<file path="src/hw/rtl/isolated_peak_clip_filter_defines.svh">
// Assertion macros shared by the peak clip filter RTL.
// No dependencies; included by the files that carry concurrent checks.
`ifndef ISOLATED_PEAK_CLIP_FILTER_DEFINES_SVH
`define ISOLATED_PEAK_CLIP_FILTER_DEFINES_SVH

// Flag a condition that must never be true outside reset.
`define IPCF_ASSERT_NEVER(lbl, clk, rst, cond) \
   lbl: assert property (@(posedge clk) disable iff (rst) !(cond)) \
      else $error("ipcf check failed: forbidden condition");

// Require a consequence in the cycle after an antecedent.
`define IPCF_ASSERT_NEXT(lbl, clk, rst, ante, cons) \
   lbl: assert property (@(posedge clk) disable iff (rst) (ante) |=> (cons)) \
      else $error("ipcf check failed: missing next-cycle consequence");

`endif

</file>
<file path="src/hw/rtl/ipcf_pkg.sv">
// Package for the isolated peak clip filter: sizes, codes, payload structs.
// No dependencies; used by every module of the block but ipcf_ram.
package ipcf_pkg;

   localparam int PIXEL_BITS     = 16;
   localparam int MAX_COLS       = 1024;
   localparam int MAX_ROWS       = 1024;
   localparam int COL_BITS       = $clog2(MAX_COLS);
   localparam int DIM_BITS       = 11;
   localparam int REG_INDEX_BITS = 1;
   localparam int QUEUE_DEPTH    = 4;
   localparam int QPTR_BITS      = $clog2(QUEUE_DEPTH);
   localparam int QCNT_BITS      = $clog2(QUEUE_DEPTH + 1);

   typedef enum logic {
      ACT_PIXEL = 1'b0,
      ACT_DRAIN = 1'b1
   } action_type;

   typedef enum logic [REG_INDEX_BITS-1:0] {
      REG_FRAME_ROWS = 1'b0,
      REG_FRAME_COLS = 1'b1
   } reg_index_type;

   // Line buffer port controls driven by the front end.
   typedef struct packed {
      logic                  wr_en0;
      logic                  wr_en1;
      logic [COL_BITS-1:0]   wr_addr;
      logic [PIXEL_BITS-1:0] wr_data;
      logic [COL_BITS-1:0]   rd_addr_a;
      logic [COL_BITS-1:0]   rd_addr_b;
   } lb_ctrl_type;

   // Classification of an emitting transaction, waiting for line buffer data.
   typedef struct packed {
      logic                  cbank;
      logic                  has_left;
      logic                  has_right;
      logic                  has_up;
      logic                  has_down;
      logic [PIXEL_BITS-1:0] down;
      logic                  row_end;
      logic                  frame_end;
   } tag_type;

   // One queued filter job.
   typedef struct packed {
      logic [PIXEL_BITS-1:0] centre;
      logic [PIXEL_BITS-1:0] right;
      logic [PIXEL_BITS-1:0] up;
      logic [PIXEL_BITS-1:0] down;
      logic                  has_left;
      logic                  has_right;
      logic                  has_up;
      logic                  has_down;
      logic                  row_end;
      logic                  frame_end;
   } entry_type;

   function automatic logic [DIM_BITS-1:0] clamp_dim(input logic [DIM_BITS-1:0] v,
                                                     input logic [DIM_BITS-1:0] hi);
      logic [DIM_BITS-1:0] r;
      if (v == '0) begin
         r = DIM_BITS'(1);
      end else if (v > hi) begin
         r = hi;
      end else begin
         r = v;
      end
      return r;
   endfunction

endpackage

</file>
<file path="src/hw/rtl/ipcf_back.sv">
// Back end: four-neighbour peak clip on queued jobs and the result register.
// Depends on ipcf_pkg.
module ipcf_back (
   input  logic                            clock,
   input  logic                            reset,
   input  ipcf_pkg::entry_type             head,
   input  logic                            empty,
   output logic                            pop,
   output logic                            rsp_valid,
   input  logic                            rsp_ready,
   output logic [ipcf_pkg::PIXEL_BITS-1:0] rsp_pixel_out,
   output logic                            rsp_row_end,
   output logic                            rsp_frame_end
);

   logic                            valid_ff, valid_in;
   logic [ipcf_pkg::PIXEL_BITS-1:0] pixel_ff, pixel_in;
   logic                            row_end_ff, frame_end_ff;
   logic [ipcf_pkg::PIXEL_BITS-1:0] left_ff;

   logic [ipcf_pkg::PIXEL_BITS-1:0] nb [4];
   logic                            ok [4];
   logic [ipcf_pkg::PIXEL_BITS-1:0] mx;
   logic                            peak;

   assign pop = !empty && (!valid_ff || rsp_ready);

   // Left neighbour is the centre of the previous job in the same row.
   always_comb begin
      nb[0] = head.right;
      nb[1] = left_ff;
      nb[2] = head.up;
      nb[3] = head.down;
      ok[0] = head.has_right;
      ok[1] = head.has_left;
      ok[2] = head.has_up;
      ok[3] = head.has_down;
      mx    = '0;
      peak  = 1'b1;
      for (int k = 0; k < 4; k++) begin
         if (ok[k]) begin
            if (nb[k] > mx) begin
               mx = nb[k];
            end
            if (head.centre <= nb[k]) begin
               peak = 1'b0;
            end
         end
      end
      pixel_in = peak ? mx : head.centre;
   end

   always_comb begin
      valid_in = valid_ff;
      if (pop) begin
         valid_in = 1'b1;
      end else if (rsp_ready) begin
         valid_in = 1'b0;
      end
   end

   always_ff @(posedge clock) begin
      if (reset) begin
         valid_ff <= 1'b0;
      end else begin
         valid_ff <= valid_in;
      end
   end

   always_ff @(posedge clock) begin
      if (pop) begin
         pixel_ff     <= pixel_in;
         row_end_ff   <= head.row_end;
         frame_end_ff <= head.frame_end;
         left_ff      <= head.centre;
      end
   end

   assign rsp_valid     = valid_ff;
   assign rsp_pixel_out = pixel_ff;
   assign rsp_row_end   = row_end_ff;
   assign rsp_frame_end = frame_end_ff;

endmodule

</file>
<file path="config.mk">
export PLATFORM = sky130hd
export DESIGN_NAME = ipcf_back
export DESIGN_NICKNAME = d
export VERILOG_FILES = /design/src/hw/rtl/isolated_peak_clip_filter_defines.svh /design/src/hw/rtl/ipcf_pkg.sv /design/src/hw/rtl/ipcf_back.sv
export SDC_FILE = /design/constraint.sdc
export NUM_CORES = 1
export LEC_CHECK = 0
export BUFFER_PORTS_ARGS = -buffer_cell sky130_fd_sc_hd__buf_2
export CAP_MARGIN = 20
export CORE_ASPECT_RATIO = 0.7
export CORE_MARGIN = 4
export CORE_UTILIZATION = 58
export CTS_CLUSTER_DIAMETER = 120
export DETAILED_ROUTE_END_ITERATION = 8
export PLACE_DENSITY = 0.88
export SLEW_MARGIN = 20
export SYNTH_ARGS = -nofsm -noshare
export SYNTH_HDL_FRONTEND = slang
export SYNTH_SLANG_ARGS = --single-unit
</file>
<file path="constraint.sdc">
create_clock -name clock -period 11 [get_ports clock]
set_clock_uncertainty 0.05 [all_clocks]
set_input_delay 3.3 -clock clock [delete_from_list [all_inputs] [get_ports clock]]
set_output_delay 3.3 -clock clock [all_outputs]
set_load 0.1 [all_outputs]
</file>
---- Yosys cells after proc, flatten, opt, wreduce, memory -nomap -nowiden ----
Index checks and enable logic that the tools add are counted.
cells by class
  $lt $le $gt $ge ......................... 8
  mux-type cells .......................... 19
  reductions and logical operators ........ 5
operators with widths
  kind                   number
  $mux W16               9
  $le A16 B16 Y1         4
  $gt A16 B16 Y1         3
  $gt A16 B1 Y1 const B  1
  $mux W1                10
  $logic_not A1 Y1       2
  $reduce_bool A2 Y1     1
  $logic_and A1 B1 Y1    1
  $logic_or A1 B1 Y1     1
storage, ports and cells
  register bits ........................... 35
  input bits .............................. 74
  output and inout bits ................... 20
  word-level logic and storage cells ...... 37

---- Longest topological paths before layout ----
Gate-level depths: netlist (run 1).
  word-level depth ........................ 13
  gate-level depth with buffers ........... 34
  depth with buffers taken out ............ 29

---- Worst setup path before layout (run 1) ----
No wires, ideal clock.
  kind .................................... input to register
  start ................................... input head[4] (netlist bit)
  end ..................................... register pixel_ff (netlist bit rsp_pixel_out[13]) (data pin)
  setup time .............................. 0.288 ns
  arrival ................................. 9.665 ns
  required time ........................... 10.662 ns
  slack ................................... 0.997 ns
  stages .................................. 32
  buffers on the path ..................... 6
  cells stage by stage .................... clkbuf_1 inv_1 a41oi_1 nand2_1 ha_1 nand4_2 nor4_4 o21ai_2 a31oi_1 clkbuf_1 clkbuf_1 a21oi_1 ha_1 nand4_1 nor2_1 nand3_1 a311oi_1 a311o_1 o32a_1 buf_6 buf_8 mux2_4 ha_1 o21a_1 o21a_1 o21ai_1 a21oi_1 o21ai_0 a21o_1 nand2_1 clkbuf_1 o221ai_1
on the way
  cells in the longest elaborated chain, start to end .. 11
  elaborated cells between the ends (all ways) .. 18
  classes of those cells .................. order compare (3); mux (15)
RTL lines
  what                          line             text
  from (decl)                   ipcf_back.sv:6   input ipcf_pkg::entry_type head,
  $mux W16                      ipcf_back.sv:41  if (ok[k]) begin
  $gt A16 B16 Y1                ipcf_back.sv:42  if (nb[k] > mx) begin
  $mux W16                      ipcf_back.sv:42
  $mux W16                      ipcf_back.sv:41
  $gt A16 B16 Y1                ipcf_back.sv:42
  $mux W16                      ipcf_back.sv:42
  $mux W16                      ipcf_back.sv:41
  $gt A16 B16 Y1                ipcf_back.sv:42
  $mux W16                      ipcf_back.sv:42
  $mux W16                      ipcf_back.sv:41
  $mux W16 *                    ipcf_back.sv:50  pixel_in = peak ? mx : head.centre;
  named net pixel_in (one bit)  ipcf_back.sv:17  logic [ipcf_pkg::PIXEL_BITS-1:0] pixel_ff, pixel_in;
  to (signal assigned)          ipcf_back.sv:72  pixel_ff <= pixel_in;
  to (decl)                     ipcf_back.sv:17
The timed path passes the listed nets; every way through them passes the cells marked *.
A chain may end at the register's enable or synchronous reset.

---- Worst setup path after layout (run 1) ----
  start ................................... input head[49] (netlist bit)
  end ..................................... register pixel_ff (netlist bit rsp_pixel_out[1]) (data pin)
on the way
  cells in the longest elaborated chain, start to end .. 13
  elaborated cells between the ends (all ways) .. 22
  classes of those cells .................. order compare (5); mux (17)
RTL lines
  what                          line
  $gt A16 B1 Y1                 ipcf_back.sv:42
  $mux W16                      ipcf_back.sv:42
  $mux W16                      ipcf_back.sv:41
  $gt A16 B16 Y1                ipcf_back.sv:42
  $mux W16                      ipcf_back.sv:42
  $mux W16                      ipcf_back.sv:41
  $gt A16 B16 Y1                ipcf_back.sv:42
  $mux W16                      ipcf_back.sv:42
  $mux W16                      ipcf_back.sv:41
  $gt A16 B16 Y1                ipcf_back.sv:42
  $mux W16                      ipcf_back.sv:42
  $mux W16                      ipcf_back.sv:41
  $mux W16 *                    ipcf_back.sv:50
  named net pixel_in (one bit)  ipcf_back.sv:17
Marked as above.

==> results of run 1 <==
[logic make-up (layout without fill, tap and decap cells)]
group	after synthesis	in the layout	synth area share
and+or+nand+nor	147	147	0.159
AOI/OAI and AO/OA	144	144	0.209
adders and majority gates	112	112	0.287
buffers and inverters	101	197	0.0817
DFF	35	35	0.214
muxes	18	18	0.0493
[per-layer routing]
metal | vias up | GRT usage | share of wire
met5 | - | 0 | 0
met4 | 0 | 0.0734 | 0.020
met3 | 39 | 0.0727 | 0.099
met2 | 274 | 0.481 | 0.44
met1 | 2264 | 0.394 | 0.44
li1 | 2250 | - | -
[worst max-delay path, delay by kind of cell]
| kind | cells | cell delay (ps) |
|---|---|---|
| simple gates | 8 | 1640 |
| compound gates | 16 | 3620 |
| buf+inv | 4 | 850 |
| fa+ha+maj | 3 | 780 |
| mux | 1 | 370 |
[power breakdown]
part           total [mW]  internal, mW  switching [mW]
clock               0.148        0.0899          0.0580
sequential          0.165         0.160         0.00490
combinational       0.296         0.105           0.190
[registers in the layout, summed over array words and instances, names as in the netlist]
register       flops
rsp_pixel_out     16
rsp_frame_end      1
rsp_row_end        1
left_ff           16
rsp_valid          1
[synth_stat cells (2+ instances only)]
master    number
a211oi_1       6
a21o_1        23
a21oi_1       43
a221oi_1       2
a31o_1         3
a31oi_1        3
a41oi_1        3
clkbuf_1       9
edfxtp_1      34
ha_1         111
inv_1         90
mux2_1         3
mux2_2         5
mux2_4        10
nand2_1       42
nand2b_1       5
nand3_1        6
nand4_1       18
nor2_1        33
nor2b_1        8
nor3_1         7
nor4_1         9
o211ai_1       3
o21a_1        13
o21ai_0       11
o21ai_1        8
o221ai_1       7
o221ai_2       7
or3b_1         6
or3b_2         8
or4_1          2
[final cells by class]
type / instances / share of cell area
Timing Repair Buffer: 99 / 0.0937
Inverter: 90 / 0.0596
Clock buffer: 7 / 0.0252
Sequential cell: 35 / 0.184
Multi-Input combinational cell: 421 / 0.615
Clock inverter: 1 / 0.000884
Tap cell: 101 / 0.0223
[through the flow]
| stage | setup WS, ps | total power [mW] |
|---|---|---|
| 3_3_place_gp | 414 | 0.439 |
| 6_report | 396 | 0.609 |
| 3_5_place_dp | -22.4 | 0.451 |
| 2_1_floorplan | 997 | 0.373 |
| 5_1_grt | 57.0 | 0.641 |
| 4_1_cts | 223 | 0.600 |
[final timing paths]
path,startpoint,end,depth (start not counted)
min reg2reg,rsp_valid,rsp_valid,2
min,rsp_valid,rsp_valid,2
max reg2reg,left_ff[14],rsp_pixel_out[1],28
max,head[49],rsp_pixel_out[1],32
[cells in the final DEF (no fill, tap or decap), types with 6 or more instances in the layout]
| cell | netlist | layout |
|---|---|---|
| o21ai_1 | 8 | 8 |
| o221ai_2 | 7 | 7 |
| nor4_1 | 9 | 8 |
| nor3_1 | 7 | 7 |
| nor2_1 | 33 | 33 |
| or3b_1 | 6 | 6 |
| o21ai_0 | 11 | 11 |
| nand2_1 | 42 | 41 |
| a21o_1 | 23 | 23 |
| nand4_1 | 18 | 18 |
| inv_1 | 90 | 90 |
| buf_2 | 0 | 93 |
| or3b_2 | 8 | 8 |
| ha_1 | 111 | 111 |
| o21a_1 | 13 | 13 |
| mux2_4 | 10 | 10 |
| nor2b_1 | 8 | 7 |
| a21oi_1 | 43 | 43 |
| edfxtp_1 | 34 | 34 |
| nand3_1 | 6 | 6 |
| o221ai_1 | 7 | 7 |
| a211oi_1 | 6 | 6 |
[repair_timing]
item	CTS	global route
hold buffers	0	0
gates resized for setup	0	4
setup buffers	0	0
setup endpoints to repair	0	16
==> flow_summary.yaml, run 1 <==
critical_path:
  end_kind: "flip-flop"
  required_ps: 10970
  crit_arrival_ps: 10570
  critical_path_class: "primary input to flip-flop"
  worstPathMaxFanout: 17
  r2r_slack_ps: 4110
  critPathMaxStageDelay_ps: 580
  slowest_stage: "a211oi_1"
  start_kind: "primary input"
  crit_top_cell: "a21oi_1"
final_layout:
  fillers: 664
  finalNetCount: 837
  drive_above_1_share: 0.224
  register_area_um2: 1040
  num_antenna_cells: 0
  fin_cells: 754
  multi_input_comb_area_um2: 3480
  utilization: 0.707
  stdcell_area_um2: 5660
  synthToLayoutAreaGrowth_pct: 16.3
drt:
  routed_wl_um: 14900
  drt_iter0_drc: 517
  antenna_left: 0
  first_pass_iters: 5
  vias: 4827
  via_per_inst: 6.40
  wire_per_inst_um: 19.7
  drc: 0
clocking:
  cts.sinks: 35
  cts_htree_levels: 2
  numCtsBuffers: 5
  cts_tree: "done"
  clk_pin_slew_ps: 60
  clk_latency_ps: 290
  cts_buffer_depth: 2
  cts-root-buf: "clkbuf_16"
floorplanning:
  start_util: 0.608
  io_pins: 94
  core_area_um2: 8010
  rows: 27
  die-area_um2: 9950
  die_w_um: 118
  die_h_um: 84.7
synthesis:
  postSynthCellCount: 557
  synth_top_area_frac: 0.285
  seq_area_frac_synth: 0.214
  syn_nets: 742
  synthTopCellsByArea: "ha_1 29%, edfxtp_1 21%, inv_1 6.9%"
  synth.avg_cell_area_um2: 8.74
  async_flop_share: 0
  yosys.cell_types.count: 50
  netlist_area_um2: 4870
  synth_seq_cells: 35
  yosysWarnings: 0
  synthFlopType: "edfxtp_1"
  synth_edf_count: 34
  synth_largest_area_cell: "ha_1"
placement:
  place_area_um2: 5460
  io_buffers: 93
  dp_hpwl_um: 12200
  gp_congestion: 0.999
  dp_cells: 745
grt:
  antenna_found_initial: 0
  grtUsageTotal: 0.294
  grt_pass1_vias: 4827
  grt_overflow: 0
  grt_pass1_wl_um: 23700
  grt_max_degree: 36
timing:
  hold_viol: 0
  finalSetupViolCount: 0
  layout_min_cycle_time_ps: 10600
  final.setup.tns_ps: 0
  rsz0062_at_grt: "no"
  clock.fmax_ghz: 0.0943
  slew_violations: 0
  relSlewSlack: 0.513
  fin_hold_ws_ps: 454
  worst_pin_slew_ps: 723
  min_period_over_period: 0.964
status:
  status: "completed"
run:
  cap_violations: 0
hold_path:
  hp-class: "flip-flop to flip-flop"
pwr:
  ir_worst_vdd_v: 0.0000735
  p_leak_nw: 2.86
  pwr_density_cell_nw_per_um2: 107
Note: power is estimated with default switching activity, not from simulation.
==> run 2, diff against run 1 <==
==> constraint.sdc (replaced) <==
create_clock -name clock -period 11 [get_ports clock]
set_clock_uncertainty 0.05 [all_clocks]
set_input_delay 2.2 -clock clock [delete_from_list [all_inputs] [get_ports clock]]
set_output_delay 2.2 -clock clock [all_outputs]
set_load 0.1 [all_outputs]
==> flow_summary.yaml, run 2 (synthesis results as in run 1) <==
critical_path:
  critPathMaxStageDelay_ps: 580
  worstPathMaxFanout: 17
  slowest_stage: "a31oi_2"
  critPathLaunch: "head[46]"
  start_kind: "primary input"
  crit_arrival_ps: 9980
  end_kind: "flip-flop"
  worstReg2RegStart: "left_ff[14]"
  required_ps: 11050
  crit_top_cell: "ha_1"
  critical_path_class: "primary input to flip-flop"
drt:
  routed_wl_um: 14600
  drc: 0
  wire_per_inst_um: 19.4
  vias: 4655
  antenna_left: 0
  drt_iter0_drc: 601
  first_pass_iters: 5
  via_per_inst: 6.18
timing:
  hold_viol: 0
  relSlewSlack: 0.364
  min_period_over_period: 0.903
  layout_min_cycle_time_ps: 9940
  worst_pin_slew_ps: 946
  final.setup.tns_ps: 0
  setup_ws_ps: 1060
  slew_violations: 0
  finalSetupViolCount: 0
  rsz0062_at_grt: "no"
  clock.fmax_ghz: 0.101
pwr:
  p_int_mw: 0.348
  ir_worst_vdd_v: 0.0000654
  switching_power_mw: 0.250
  switching_share: 0.418
  pwr_density_cell_nw_per_um2: 107
  power_frac_seq: 0.276
  p_leak_nw: 2.85
  p_comb_frac: 0.487
  p_clk_frac: 0.237
clocking:
  cts_resized: 0
  cts_buffer_depth: 2
  cts_setup_buffers: 0
  cts.sinks: 35
  cts_tree: "done"
  cts_htree_levels: 2
  numCtsBuffers: 5
  cts_hold_buf: 0
  clk_pin_slew_ps: 50
  clk_latency_ps: 290
  cts-root-buf: "clkbuf_16"
placement:
  place_area_um2: 5460
  io_buffers: 93
  gp_congestion: 0.971
  place_ws_ps: 1070
  dp_cells: 744
  dp_hpwl_um: 12200
final_layout:
  fillers: 645
  utilization: 0.701
  fin_cells: 753
  synthToLayoutAreaGrowth_pct: 15.3
  num_antenna_cells: 0
  final_common_cell: "ha_1"
  stdcell_area_um2: 5610
  register_area_um2: 1040
  finalNetCount: 836
  drive_above_1_share: 0.215
  multi_input_comb_area_um2: 3460
  final_cell_mix: "111 x ha_1, 93 x buf_2, 90 x inv_1"
floorplanning:
  start_util: 0.608
  die_h_um: 84.7
  core_area_um2: 8010
  die-area_um2: 9950
  io_pins: 94
  die_w_um: 118
  rows: 27
grt:
  grt_overflow: 0
  grt_max_degree: 36
  grt_pass1_vias: 4684
  grt_pass1_wl_um: 23900
  grtUsageTotal: 0.296
  antenna_found_initial: 0
run:
  cap_violations: 0
hold_path:
  hp-start: "rsp_valid"
  hp-class: "flip-flop to flip-flop"
status:
  status: "completed"
==> run 2: final timing paths <==
check	slack, ps	cells after the start	endpoint
max	1060	30	rsp_pixel_out[2]
max reg2reg	3780	26	rsp_pixel_out[2]
min reg2reg	470	2	rsp_valid
min	470	2	rsp_valid
==> run 2: critical path, delay by kind of cell <==
family / cells / cell delay [ps]
AOI/OAI and AO/OA: 14 / 3680
adders and majority gates: 3 / 680
buffers and inverters: 3 / 760
muxes: 1 / 340
and+or+nand+nor: 9 / 2310
==> run 2: power groups by stage <==
stage / sequential (mW) / clock [mW] / combinational [mW]
finish: 0.165 / 0.142 / 0.291
global route: 0.166 / 0.148 / 0.318
detailed placement: 0.168 / 0 / 0.283
CTS: 0.165 / 0.142 / 0.286
floorplan: 0.216 / 0 / 0.157
global placement: 0.168 / 0 / 0.274
==> run 2: layout make-up <==
class,count,area share
Inverter,90,0.0602
Clock buffer,8,0.0243
Multi-Input combinational cell,421,0.616
Sequential cell,35,0.185
Timing Repair Buffer,98,0.0918
Tap cell,101,0.0225
==> run 2: metal layers <==
metal | GRT usage | vias up | part of all wire
met2 | 0.475 | 222 | 0.43
met4 | 0.0457 | 0 | 0.0096
met5 | 0 | - | 0
li1 | - | 2254 | -
met1 | 0.414 | 2164 | 0.46
met3 | 0.0741 | 15 | 0.093
==> run 2: stage by stage <==
step	hold WS [ps]	power, mW
floorplan	802	0.373
global placement	427	0.442
detailed placement	465	0.451
CTS	475	0.593
global route	489	0.633
finish	471	0.598
==> run 3, diff against run 2 <==
- BUFFER_PORTS_ARGS: -buffer_cell sky130_fd_sc_hd__buf_2 -> not set
- CORE_UTILIZATION: 58 -> 66
- DONT_BUFFER_PORTS: not set -> 1
- PLACE_DENSITY: 0.88 -> 0.87
==> flow_summary.yaml, run 3 (synthesis results as in run 1) <==
drt:
  routed_wl_um: 14400
  antenna_left: 0
  drc: 0
  vias: 4495
  drt_iter0_drc: 454
  first_pass_iters: 6
  via_per_inst: 6.88
  wire_per_inst_um: 22.0
floorplanning:
  core_area_um2: 6940
  start_util: 0.701
  die_w_um: 111
  die-area_um2: 8840
  io_pins: 94
  rows: 25
  die_h_um: 79.9
final_layout:
  finalNetCount: 743
  final_common_cell: "ha_1"
  drive_above_1_share: 0.0859
  final_cell_mix: "111 x ha_1, 90 x inv_1, 43 x a21oi_1"
  num_antenna_cells: 0
  synthToLayoutAreaGrowth_pct: 4.21
timing:
  hold_viol: 0
  min_period_over_period: 0.902
  finalSetupViolCount: 0
  slew_violations: 0
  relSlewSlack: 0.355
  final.setup.tns_ps: 0
  clock.fmax_ghz: 0.101
  rsz0062_at_grt: "no"
  layout_min_cycle_time_ps: 9930
  worst_pin_slew_ps: 966
pwr:
  pwr_density_cell_nw_per_um2: 103
  ir_worst_vdd_v: 0.0000718
  p_comb_frac: 0.407
  p_total_mw: 0.524
  switching_power_mw: 0.230
  switching_share: 0.439
  power_frac_seq: 0.410
  p_clk_frac: 0.183
  p_int_mw: 0.294
  p_leak_nw: 2.45
critical_path:
  required_ps: 11060
  r2r_slack_ps: 3620
  r2r-end: "rsp_pixel_out[2]"
  crit_buf_inv: 2
  path_delay_family: "compound AO/OA/AOI/OAI gates"
  r2r_cells: 26
  end_kind: "flip-flop"
  worstPathMaxFanout: 16
  start_kind: "primary input"
  crit_arrival_ps: 9990
  critical_path_class: "primary input to flip-flop"
  slowest_stage: "a211oi_1"
  critPathMaxStageDelay_ps: 550
  worstReg2RegStart: "left_ff[14]"
grt:
  grt_pass1_vias: 4321
  grtUsageTotal: 0.321
  grt_overflow: 0
  grt_max_degree: 36
  antenna_found_initial: 0
  grt_pass1_wl_um: 22300
clocking:
  numCtsBuffers: 5
  cts_tree: "done"
  clk_latency_ps: 300
  cts_setup_buffers: 0
  cts_htree_levels: 2
  cts_buffer_depth: 2
  cts.sinks: 35
  clk_pin_slew_ps: 90
  cts_hold_buf: 0
  cts-root-buf: "clkbuf_8"
  cts_resized: 0
hold_path:
  hp-class: "flip-flop to flip-flop"
  hold_depth: 3
  min_to: "rsp_pixel_out[12]"
  hp-start: "left_ff[12]"
status:
  status: "completed"
run:
  cap_violations: 0
placement:
  dp_hpwl_um: 11800
  gp_congestion: 0.930
  io_buffers: 0
[run 3: stage by stage]
step                      area, um^2  utilization  cells  hold WS, ps  worst slack [ps]
after floorplan                 4870            -    557          802              2100
after global placement          4990        0.719    645          921              1370
after detailed placement        4990        0.719    645          929              1080
after global routing            5070        0.731    653          977               409
final                           5070        0.731    653          931              1070
after CTS                       5070        0.731    653          939              1330
[run 3: final cells by class]
cell class	instances	area, um^2
Tap cell	94	118
Clock inverter	3	15.0
Timing Repair Buffer	5	37.5
Fill cell	506	1870
Clock buffer	5	68.8
Sequential cell	35	1040
Inverter	90	338
Multi-Input combinational cell	421	3460
[run 3: per-layer routing]
layer	wire length [um]	vias to the layer above	track usage	part of all wire
met5	0	-	0	0
met4	425	0	0.108	0.030
li1	-	2054	-	-
met2	6200	320	0.498	0.43
met3	1840	48	0.110	0.13
met1	5920	2073	0.419	0.41
[run 3: worst register-to-register path: cells and delay by family, from the launching register on]
family	cells	cell delay [ps]
muxes	1	340
AOI/OAI and AO/OA	13	3290
buffers and inverters	2	630
DFF	1	430
and+or+nand+nor	7	1610
adders and majority gates	3	870
[run 3: how the worst max path moves through the flow]
stage                   from                end  slack, ps  cells past startpoint
floorplan            head[4]  rsp_pixel_out[13]       2100                     32
global placement    head[46]   rsp_pixel_out[2]       1370                     29
detailed placement  head[46]   rsp_pixel_out[3]       1080                     29
CTS                 head[46]   rsp_pixel_out[2]       1330                     29
global route        head[46]   rsp_pixel_out[2]        410                     29
finish              head[46]   rsp_pixel_out[2]       1070                     29
[run 3: power groups by stage]
stage,Combinational [mW],Sequential (mW),Clock (mW)
global route,0.234,0.216,0.102
finish,0.213,0.215,0.0958
global placement,0.194,0.218,0
detailed placement,0.205,0.218,0
CTS,0.207,0.215,0.0951
floorplan,0.157,0.216,0
